### src/hw/rtl/mna_pkg.sv
`timescale 1ns / 1ps
`default_nettype none
// ----------------------------------------------------------------------------
// mna_pkg: shared types and constants of the note arpeggiator
// Widths of the held-note list, request codes, state encoding and the
// command and status bundles between controller and datapath.
// ----------------------------------------------------------------------------
package mna_pkg;

   localparam int MAX_HELD = 16;
   localparam int IDX_W    = (MAX_HELD > 1) ? $clog2(MAX_HELD) : 1;
   localparam int CNT_W    = $clog2(MAX_HELD + 1);
   localparam int NOTE_W   = 7;
   localparam int STEP_W   = 24;
   localparam int CMD_W    = 2;

   localparam logic [STEP_W-1:0] STEP_RESET = STEP_W'(6000);
   localparam logic [STEP_W-1:0] TICK_MAX   = {STEP_W{1'b1}};
   localparam logic [CNT_W-1:0]  HELD_FULL  = CNT_W'(MAX_HELD);

   // request codes; the fourth code is ignored
   localparam logic [CMD_W-1:0] CMD_NOTE_ON  = 2'd0;
   localparam logic [CMD_W-1:0] CMD_NOTE_OFF = 2'd1;
   localparam logic [CMD_W-1:0] CMD_TICK     = 2'd2;

   typedef enum logic [2:0] {
      ST_IDLE,
      ST_DECODE,
      ST_REMOVE,
      ST_MOD,
      ST_EMIT
   } state_type;

   typedef struct packed {
      logic latch;
      logic add;
      logic rem_init;
      logic rem_step;
      logic tick;
      logic mod_step;
      logic load_out;
   } ctrl_cmd_type;

   typedef struct packed {
      logic [CMD_W-1:0] cmd;
      logic             list_empty;
      logic             rem_done;
      logic             mod_done;
      logic             tick_hit;
      logic             out_free;
   } dp_status_type;

endpackage
`default_nettype wire

### src/hw/rtl/mna_ctrl.sv
`timescale 1ns / 1ps
`default_nettype none
// ----------------------------------------------------------------------------
// mna_ctrl: arpeggiator controller
// Sequences one request at a time through decode, list compaction,
// play position wrap and result hand-off.
// ----------------------------------------------------------------------------
module mna_ctrl import mna_pkg::*; (
   input  wire logic          clock,
   input  wire logic          reset,
   input  wire logic          req_valid,
   input  wire dp_status_type status,
   output      ctrl_cmd_type  cmd,
   output      state_type     state
);

   state_type state_ff;
   state_type state_in;

   always_ff @(posedge clock) begin
      if (reset) begin
         state_ff <= ST_IDLE;
      end else begin
         state_ff <= state_in;
      end
   end

   always_comb begin
      state_in = state_ff;
      case (state_ff)
         ST_IDLE: begin
            if (req_valid) state_in = ST_DECODE;
         end
         ST_DECODE: begin
            case (status.cmd)
               CMD_NOTE_ON:  state_in = ST_IDLE;
               CMD_NOTE_OFF: state_in = ST_REMOVE;
               CMD_TICK: begin
                  if (!status.list_empty && status.tick_hit) state_in = ST_MOD;
                  else state_in = ST_IDLE;
               end
               default:      state_in = ST_IDLE;
            endcase
         end
         ST_REMOVE: begin
            if (status.rem_done) state_in = ST_IDLE;
         end
         ST_MOD: begin
            if (status.mod_done) state_in = ST_EMIT;
         end
         ST_EMIT: begin
            if (status.out_free) state_in = ST_IDLE;
         end
         default: state_in = ST_IDLE;
      endcase
   end

   always_comb begin
      cmd = '0;
      case (state_ff)
         ST_IDLE:   cmd.latch    = req_valid;
         ST_DECODE: begin
            cmd.add      = (status.cmd == CMD_NOTE_ON);
            cmd.rem_init = (status.cmd == CMD_NOTE_OFF);
            cmd.tick     = (status.cmd == CMD_TICK);
         end
         ST_REMOVE: cmd.rem_step = 1'b1;
         ST_MOD:    cmd.mod_step = 1'b1;
         ST_EMIT:   cmd.load_out = status.out_free;
         default:   cmd = '0;
      endcase
   end

   assign state = state_ff;

endmodule
`default_nettype wire

### src/hw/rtl/mna_dpath.sv
`timescale 1ns / 1ps
`default_nettype none
// ----------------------------------------------------------------------------
// mna_dpath: arpeggiator datapath
// Held-note memory, count, tick counter, play position, step length
// register and the result register.
// ----------------------------------------------------------------------------
module mna_dpath import mna_pkg::*; (
   input  wire logic              clock,
   input  wire logic              reset,
   input  wire ctrl_cmd_type      cmd,
   input  wire logic [CMD_W-1:0]  req_cmd,
   input  wire logic [NOTE_W-1:0] req_note,
   input  wire logic              csr_wr_en,
   input  wire logic [STEP_W-1:0] csr_wr_data,
   input  wire logic              rsp_stall,
   output      logic              rsp_valid,
   output      logic [NOTE_W-1:0] rsp_play_note,
   output      dp_status_type     status
);

   logic [NOTE_W-1:0] mem [MAX_HELD];
   logic [NOTE_W-1:0] mem_q;
   logic              mem_we;
   logic [IDX_W-1:0]  mem_wa;
   logic [NOTE_W-1:0] mem_wd;
   logic              mem_re;
   logic [IDX_W-1:0]  mem_ra;

   logic [CMD_W-1:0]  cmd_ff;
   logic [NOTE_W-1:0] note_ff;
   logic [CNT_W-1:0]  pos_tmp_ff, pos_tmp_in;

   logic [STEP_W-1:0] step_ff, step_in;
   logic [CNT_W-1:0]  count_ff, count_in;
   logic [STEP_W-1:0] tick_ff, tick_in;
   logic [IDX_W-1:0]  pos_ff, pos_in;
   logic [CNT_W-1:0]  rd_ff, rd_in;
   logic [CNT_W-1:0]  wr_ff, wr_in;
   logic              pend_ff, pend_in;
   logic              rsp_valid_ff, rsp_valid_in;
   logic [NOTE_W-1:0] rsp_note_ff, rsp_note_in;

   logic [STEP_W-1:0] tick_next;
   logic              tick_hit;
   logic              out_free;
   logic              rem_done;
   logic              mod_done;

   assign tick_next = (tick_ff == TICK_MAX) ? tick_ff : tick_ff + STEP_W'(1);
   assign tick_hit  = (tick_next >= step_ff);
   assign out_free  = !rsp_valid_ff || !rsp_stall;
   assign rem_done  = (rd_ff == count_ff) && !pend_ff;
   assign mod_done  = (pos_tmp_ff < count_ff);

   always_comb begin
      step_in      = csr_wr_en ? csr_wr_data : step_ff;
      count_in     = count_ff;
      tick_in      = tick_ff;
      pos_in       = pos_ff;
      pos_tmp_in   = pos_tmp_ff;
      rd_in        = rd_ff;
      wr_in        = wr_ff;
      pend_in      = pend_ff;
      rsp_valid_in = rsp_valid_ff;
      rsp_note_in  = rsp_note_ff;
      mem_we       = 1'b0;
      mem_wa       = count_ff[IDX_W-1:0];
      mem_wd       = note_ff;
      mem_re       = 1'b0;
      mem_ra       = rd_ff[IDX_W-1:0];

      // append
      if (cmd.add && (count_ff != HELD_FULL)) begin
         mem_we   = 1'b1;
         count_in = count_ff + CNT_W'(1);
      end

      if (cmd.rem_init) begin
         rd_in   = '0;
         wr_in   = '0;
         pend_in = 1'b0;
      end

      // compaction: read ahead one entry, keep the previous one if it differs from the removed note
      if (cmd.rem_step) begin
         if (rd_ff != count_ff) begin
            mem_re  = 1'b1;
            rd_in   = rd_ff + CNT_W'(1);
            pend_in = 1'b1;
         end else begin
            pend_in = 1'b0;
         end
         if (pend_ff && (mem_q != note_ff)) begin
            mem_we = 1'b1;
            mem_wa = wr_ff[IDX_W-1:0];
            mem_wd = mem_q;
            wr_in  = wr_ff + CNT_W'(1);
         end
         if (rem_done) count_in = wr_ff;
      end

      if (cmd.tick && (count_ff != '0)) begin
         if (tick_hit) begin
            tick_in    = '0;
            pos_tmp_in = CNT_W'(pos_ff) + CNT_W'(1);
         end else begin
            tick_in = tick_next;
         end
      end

      // wrap the advanced position, then fetch its note
      if (cmd.mod_step) begin
         if (!mod_done) begin
            pos_tmp_in = pos_tmp_ff - count_ff;
         end else begin
            pos_in = pos_tmp_ff[IDX_W-1:0];
            mem_re = 1'b1;
            mem_ra = pos_tmp_ff[IDX_W-1:0];
         end
      end

      if (cmd.load_out) begin
         rsp_valid_in = 1'b1;
         rsp_note_in  = mem_q;
      end else if (!rsp_stall) begin
         rsp_valid_in = 1'b0;
      end
   end

   always_ff @(posedge clock) begin
      if (mem_we) mem[mem_wa] <= mem_wd;
      if (mem_re) mem_q <= mem[mem_ra];
   end

   always_ff @(posedge clock) begin
      if (cmd.latch) begin
         cmd_ff  <= req_cmd;
         note_ff <= req_note;
      end
      pos_tmp_ff  <= pos_tmp_in;
      rsp_note_ff <= rsp_note_in;
   end

   always_ff @(posedge clock) begin
      if (reset) begin
         step_ff      <= STEP_RESET;
         count_ff     <= '0;
         tick_ff      <= '0;
         pos_ff       <= '0;
         rd_ff        <= '0;
         wr_ff        <= '0;
         pend_ff      <= 1'b0;
         rsp_valid_ff <= 1'b0;
      end else begin
         step_ff      <= step_in;
         count_ff     <= count_in;
         tick_ff      <= tick_in;
         pos_ff       <= pos_in;
         rd_ff        <= rd_in;
         wr_ff        <= wr_in;
         pend_ff      <= pend_in;
         rsp_valid_ff <= rsp_valid_in;
      end
   end

   assign status.cmd        = cmd_ff;
   assign status.list_empty = (count_ff == '0);
   assign status.rem_done   = rem_done;
   assign status.mod_done   = mod_done;
   assign status.tick_hit   = tick_hit;
   assign status.out_free   = out_free;

   assign rsp_valid     = rsp_valid_ff;
   assign rsp_play_note = rsp_note_ff;

endmodule
`default_nettype wire

### src/hw/rtl/midi_note_arpeggiator.sv
`timescale 1ns / 1ps
`default_nettype none
// ----------------------------------------------------------------------------
// midi_note_arpeggiator: as-played-order MIDI arpeggiator
// Keeps the held notes in press order and steps through them on ticks.
// ----------------------------------------------------------------------------
// Usage:
//   Request channel (req_*): cmd 0 note-on (append note, dropped when the
//   list holds 16 notes), cmd 1 note-off (remove every copy of the note),
//   cmd 2 tick (one processing block), cmd 3 ignored.
//   Response channel (rsp_*): rsp_play_note is the note to sound, meant as
//   note-on velocity 100 on channel 1. Only stepping ticks give a response.
//   csr_wr_en/csr_wr_data write step_length (ticks per step, reset 6000).
// Timing (one request at a time, req_stall high while busy):
//   note-on passes idle and decode; note-off adds the compaction walk over
//   the held list through the list memory's single read port; a tick that
//   does not step ends in decode; a stepping tick wraps the play position,
//   subtracting the held count while it lies at or beyond the list end.
//   The response sits in an output register; a new request is taken while
//   it waits, and only a further step result waits for the receiver.
// Reset: synchronous, clears the list, counters and play position and
//   restores step_length to 6000. A pending response is dropped.
// ----------------------------------------------------------------------------
module midi_note_arpeggiator import mna_pkg::*; (
   input  wire logic              clock,
   input  wire logic              reset,
   input  wire logic              req_valid,
   output      logic              req_stall,
   input  wire logic [CMD_W-1:0]  req_cmd,
   input  wire logic [NOTE_W-1:0] req_note,
   output      logic              rsp_valid,
   input  wire logic              rsp_stall,
   output      logic [NOTE_W-1:0] rsp_play_note,
   input  wire logic              csr_wr_en,
   input  wire logic [STEP_W-1:0] csr_wr_data
);

   ctrl_cmd_type  cmd;
   dp_status_type status;
   state_type     state;

   // controller: one request in flight, stall everything outside idle
   mna_ctrl u_ctrl (
      .clock     (clock),
      .reset     (reset),
      .req_valid (req_valid),
      .status    (status),
      .cmd       (cmd),
      .state     (state)
   );

   // datapath: list memory, counters and the response register
   mna_dpath u_dpath (
      .clock         (clock),
      .reset         (reset),
      .cmd           (cmd),
      .req_cmd       (req_cmd),
      .req_note      (req_note),
      .csr_wr_en     (csr_wr_en),
      .csr_wr_data   (csr_wr_data),
      .rsp_stall     (rsp_stall),
      .rsp_valid     (rsp_valid),
      .rsp_play_note (rsp_play_note),
      .status        (status)
   );

   assign req_stall = (state != ST_IDLE);

   // an accepted request keeps the block busy on the next cycle
   assert property (@(posedge clock) disable iff (reset)
      (req_valid && !req_stall) |=> req_stall)
      else $error("request accepted but block not busy");

   // a response appears only out of the emit state
   assert property (@(posedge clock) disable iff (reset)
      $rose(rsp_valid) |-> $past(state == ST_EMIT))
      else $error("response raised outside emit");

   // a step is never emitted from an empty list
   assert property (@(posedge clock) disable iff (reset)
      (state == ST_EMIT) |-> !status.list_empty)
      else $error("emit with empty list");

endmodule
`default_nettype wire
### config.mk
export PLATFORM = sky130hd
export DESIGN_NAME = midi_note_arpeggiator
export DESIGN_NICKNAME = d
export VERILOG_FILES = /design/src/hw/rtl/mna_pkg.sv /design/src/hw/rtl/mna_ctrl.sv /design/src/hw/rtl/mna_dpath.sv /design/src/hw/rtl/midi_note_arpeggiator.sv
export SDC_FILE = /design/constraint.sdc
export NUM_CORES = 1
export LEC_CHECK = 0
export BUFFER_PORTS_ARGS = -buffer_cell sky130_fd_sc_hd__buf_2
export CORE_MARGIN = 4
export CORE_UTILIZATION = 43
export CTS_CLUSTER_DIAMETER = 60
export CTS_CLUSTER_SIZE = 25
export DETAILED_ROUTE_END_ITERATION = 10
export PLACE_DENSITY = 0.61
export SYNTH_ARGS = -nofsm -noshare
export SYNTH_HDL_FRONTEND = slang
export SYNTH_SLANG_ARGS = --single-unit
### constraint.sdc
create_clock -name clock -period 4.08 [get_ports clock]
set_clock_uncertainty 0.15 [all_clocks]
set_input_delay 0.612 -clock clock [delete_from_list [all_inputs] [get_ports clock]]
set_output_delay 0.612 -clock clock [all_outputs]
set_load 0.005 [all_outputs]
==> results.sh <==
export IMPL_max_freq_ghz=0.260
export IMPL_yosysTopAreaCell="edfxtp_1"
export IMPL_vdd_drop_max_mv=0.429
export IMPL_root_buffer="clkbuf_16"
export IMPL_reg2reg_depth=16
export IMPL_areaGrowthSynthToFinish_pct=14.3
export IMPL_grt_pass1_vias=6448
export IMPL_antenna_found_initial=0
export IMPL_insertion_delay_ns=0.53
export IMPL_placed_area_sq_um=10700
export IMPL_leakagePower_nw=4.25
export IMPL_post_route_util_pct=50.3
export IMPL_rsz0062_at_grt="yes"
export IMPL_start_kind="register"
export IMPL_synth_main_ff_cell="edfxtp_1"
export IMPL_status="complete, no violations"
export IMPL_drive_above_1_share_pct=14.7
export IMPL_cts_made_buffers=20
export IMPL_syn_nets=943
export IMPL_num_vias=6741
export IMPL_top_usage_layer="met2"
export IMPL_relSlewSlack_pct=34.8
export IMPL_worst_pin_slew_ns=0.974
export IMPL_maxCapViolCount=0
export IMPL_slew_viol_final=0
export IMPL_endpoint_kind="register"
export IMPL_gr_total_overflow=0
export IMPL_crit_path_start="u_dpath.tick_ff[19]"
export IMPL_cp_data_arrival_time_ns=4.11
export IMPL_ys_ff_latch=212
export IMPL_use_met1_pct=23.2
export IMPL_first_pass_iters=5
export IMPL_die_w_um=161
export IMPL_finalSetupTns_ns=0
export IMPL_grt_pass1_wl_um=34800
export IMPL_syn_area_sq_um=10100
export IMPL_start_util_pct=44.0
export IMPL_ys_top_cells_by_count="135 x edfxtp_1, 77 x dfxtp_1, 76 x mux2i_1, 75 x nor2_1, 45 x inv_1"
export IMPL_final_hold_viol_count=0
export IMPL_powerDensity_nw_per_um2=439
export IMPL_io_pins=47
export IMPL_path_clk_slew_ns=0.08
export IMPL_finalSetupViolations=0
export IMPL_period_minus_slack_ns=3.85
export IMPL_yosysUniqueCellTypes=65
export IMPL_yosys_top_cells_area="edfxtp_1 40%, dfxtp_1 15%, mux2i_1 7.6%, ha_1 4.7%, nor2_1 2.8%"
export IMPL_nets=994
export IMPL_r2r_end="u_dpath.pos_tmp_ff[4]"
export IMPL_synth_top_area_share_pct=40.3
export IMPL_drtIter0Drc=531
export IMPL_timing_hold_ws_ns=0.111
export IMPL_cts_tree="built"
export IMPL_finalCritPeriodShare_pct=94.4
export IMPL_io_buffers=46
export IMPL_avgSynthCellArea_sq_um=11.6
export IMPL_wirelength_um=21800
export IMPL_met2_usage_pct=27.6
export IMPL_viasPerCell=5.42
export IMPL_hold_path_class="primary input to register"
export IMPL_synth_seq_area_share_pct=55.7
export IMPL_clock_sinks=212
export IMPL_core_sq_um=22800
export IMPL_r2r_start="u_dpath.tick_ff[19]"
export IMPL_use_met3_pct=2.64
export IMPL_cp_required_ns=4.34
export IMPL_die_y_um=161
export IMPL_routedWlPerCell_um=17.5
export IMPL_antenna_left=0
export IMPL_place_gp_congestion=0.817
export IMPL_reg2reg_setup_slack_ns=0.23
export IMPL_rows=55
export IMPL_hold_depth=1
export IMPL_yosys_warnings=0
export IMPL_n_antenna_cell=0
export IMPL_syn_instance_count=866
export IMPL_synth_most_common_cell="edfxtp_1"
export IMPL_drc=0
export IMPL_htreeDepth=1
export IMPL_synth_edf_count=135
export IMPL_die_area_sq_um=25900
export IMPL_final_cell_area_sq_um=11500
export IMPL_grt_max_degree=57
export IMPL_cp_max_fo=12
export IMPL_hold_end="u_dpath.note_ff[6]"
export IMPL_clockBufferDepth=3
export IMPL_grt_usage_pct=16.5
export IMPL_hpwl_um=15200
export IMPL_path_class="register to register"
export IMPL_synthArstFlopShare_pct=0
export IMPL_min_delay_start="req_note[6]"
registers in the layout, indices dropped and copies added, names as in the netlist:
| name | flops |
|---|---|
| u_ctrl.state | 3 |
| u_dpath.note_ff | 7 |
| u_dpath.step_ff | 24 |
| u_dpath.rd_ff | 5 |
| u_dpath.mem | 112 |
| u_dpath.pend_ff | 1 |
| u_dpath.pos_ff | 4 |
| u_dpath.rsp_play_note | 7 |
| u_dpath.wr_ff | 5 |
| u_dpath.pos_tmp_ff | 5 |
| u_dpath.tick_ff | 24 |
| u_dpath.count_ff | 5 |
| u_dpath.mem_q | 7 |
| u_dpath.cmd_ff | 2 |
| u_dpath.rsp_valid | 1 |
area by class of cell:
type | instances | area (sq um)
Tap cell | 313 | 392
Clock inverter | 16 | 268
Clock buffer | 20 | 500
Timing Repair Buffer | 69 | 415
Sequential cell | 212 | 5600
Fill cell | 2050 | 11400
Multi-Input combinational cell | 568 | 4140
Inverter | 46 | 173
cell usage in the layout (no fill, tap or decap), types with 8 or more instances in the layout:
master	instances
a211oi_1	8
a21oi_1	22
a22o_1	15
a31oi_1	11
and3_1	11
buf_2	46
buf_4	22
clkbuf_16	20
dfxtp_1	75
edfxtp_1	135
ha_1	38
inv_1	45
mux2_2	9
mux2i_1	76
nand2_1	43
nand3_1	26
nand4_1	10
nor2_1	75
nor3_1	16
o211ai_1	14
o21ai_0	16
o22ai_1	30
or3_1	8
or4_1	9
xnor2_1	26
xor2_1	13
through the flow:
| step | instances | power [mW] | setup WS, ns |
|---|---|---|---|
| floorplan | 866 | 2.83 | 0.234 |
| global placement | 1207 | 2.98 | 0.257 |
| detailed placement | 1207 | 2.99 | 0.182 |
| CTS | 1243 | 5.09 | 0.124 |
| global route | 1244 | 5.26 | -0.0194 |
| finish | 1244 | 5.04 | 0.229 |
worst max path at each step:
stage	endpoint	cells after the start	slack [ns]
after floorplan	u_dpath.tick_ff[7]	16	0.23
after detailed placement	u_dpath.tick_ff[19]	14	0.18
after global placement	u_dpath.tick_ff[19]	14	0.26
after global routing	u_dpath.pos_tmp_ff[4]	15	-0.02
after CTS	u_dpath.tick_ff[19]	14	0.12
final	u_dpath.pos_tmp_ff[4]	16	0.23
report_power, final:
part           total, mW  switching (mW)  internal, mW
clock network       2.10           0.939          1.17
registers           2.41          0.0443          2.37
logic              0.525           0.336         0.189
metal layers:
layer / vias up / wire length, um
met3: 21 / 958
met5: - / 0
met4: 0 / 271
li1: 3365 / -
met1: 3240 / 10200
met2: 115 / 10400
critical path, stage by stage, from the launching register on:
cell,delay [ns]
dfxtp_1,0.40
and4_4,0.26
and3_1,0.20
nand2_1,0.11
o311ai_4,0.37
buf_4,0.21
nor3_1,0.04
or2_2,0.28
ha_1,0.29
nand4_1,0.13
nor2_1,0.15
o2111ai_1,0.16
o211ai_1,0.15
a21oi_2,0.08
buf_4,0.20
nand2b_2,0.22
a311o_1,0.36
timing repair:
item | in CTS | in global routing
buffers inserted | 0 | 1
hold buffers | 0 | 0
endpoints found under the setup margin | 0 | 29
resized for setup | 0 | 10
kinds of logic after synthesis:
family                   after synthesis  synth area share (%)
multiplexers                          85                  8.58
AND/OR/NAND/NOR                      234                  11.7
adder cells (fa/ha/maj)               39                  4.93
buffers and inverters                 86                  3.60
XOR/XNOR                              39                  3.40
flip-flops                           212                  55.7
AO/OA/AOI/OAI                        171                  12.1
Power figures use the tool's default switching activity.
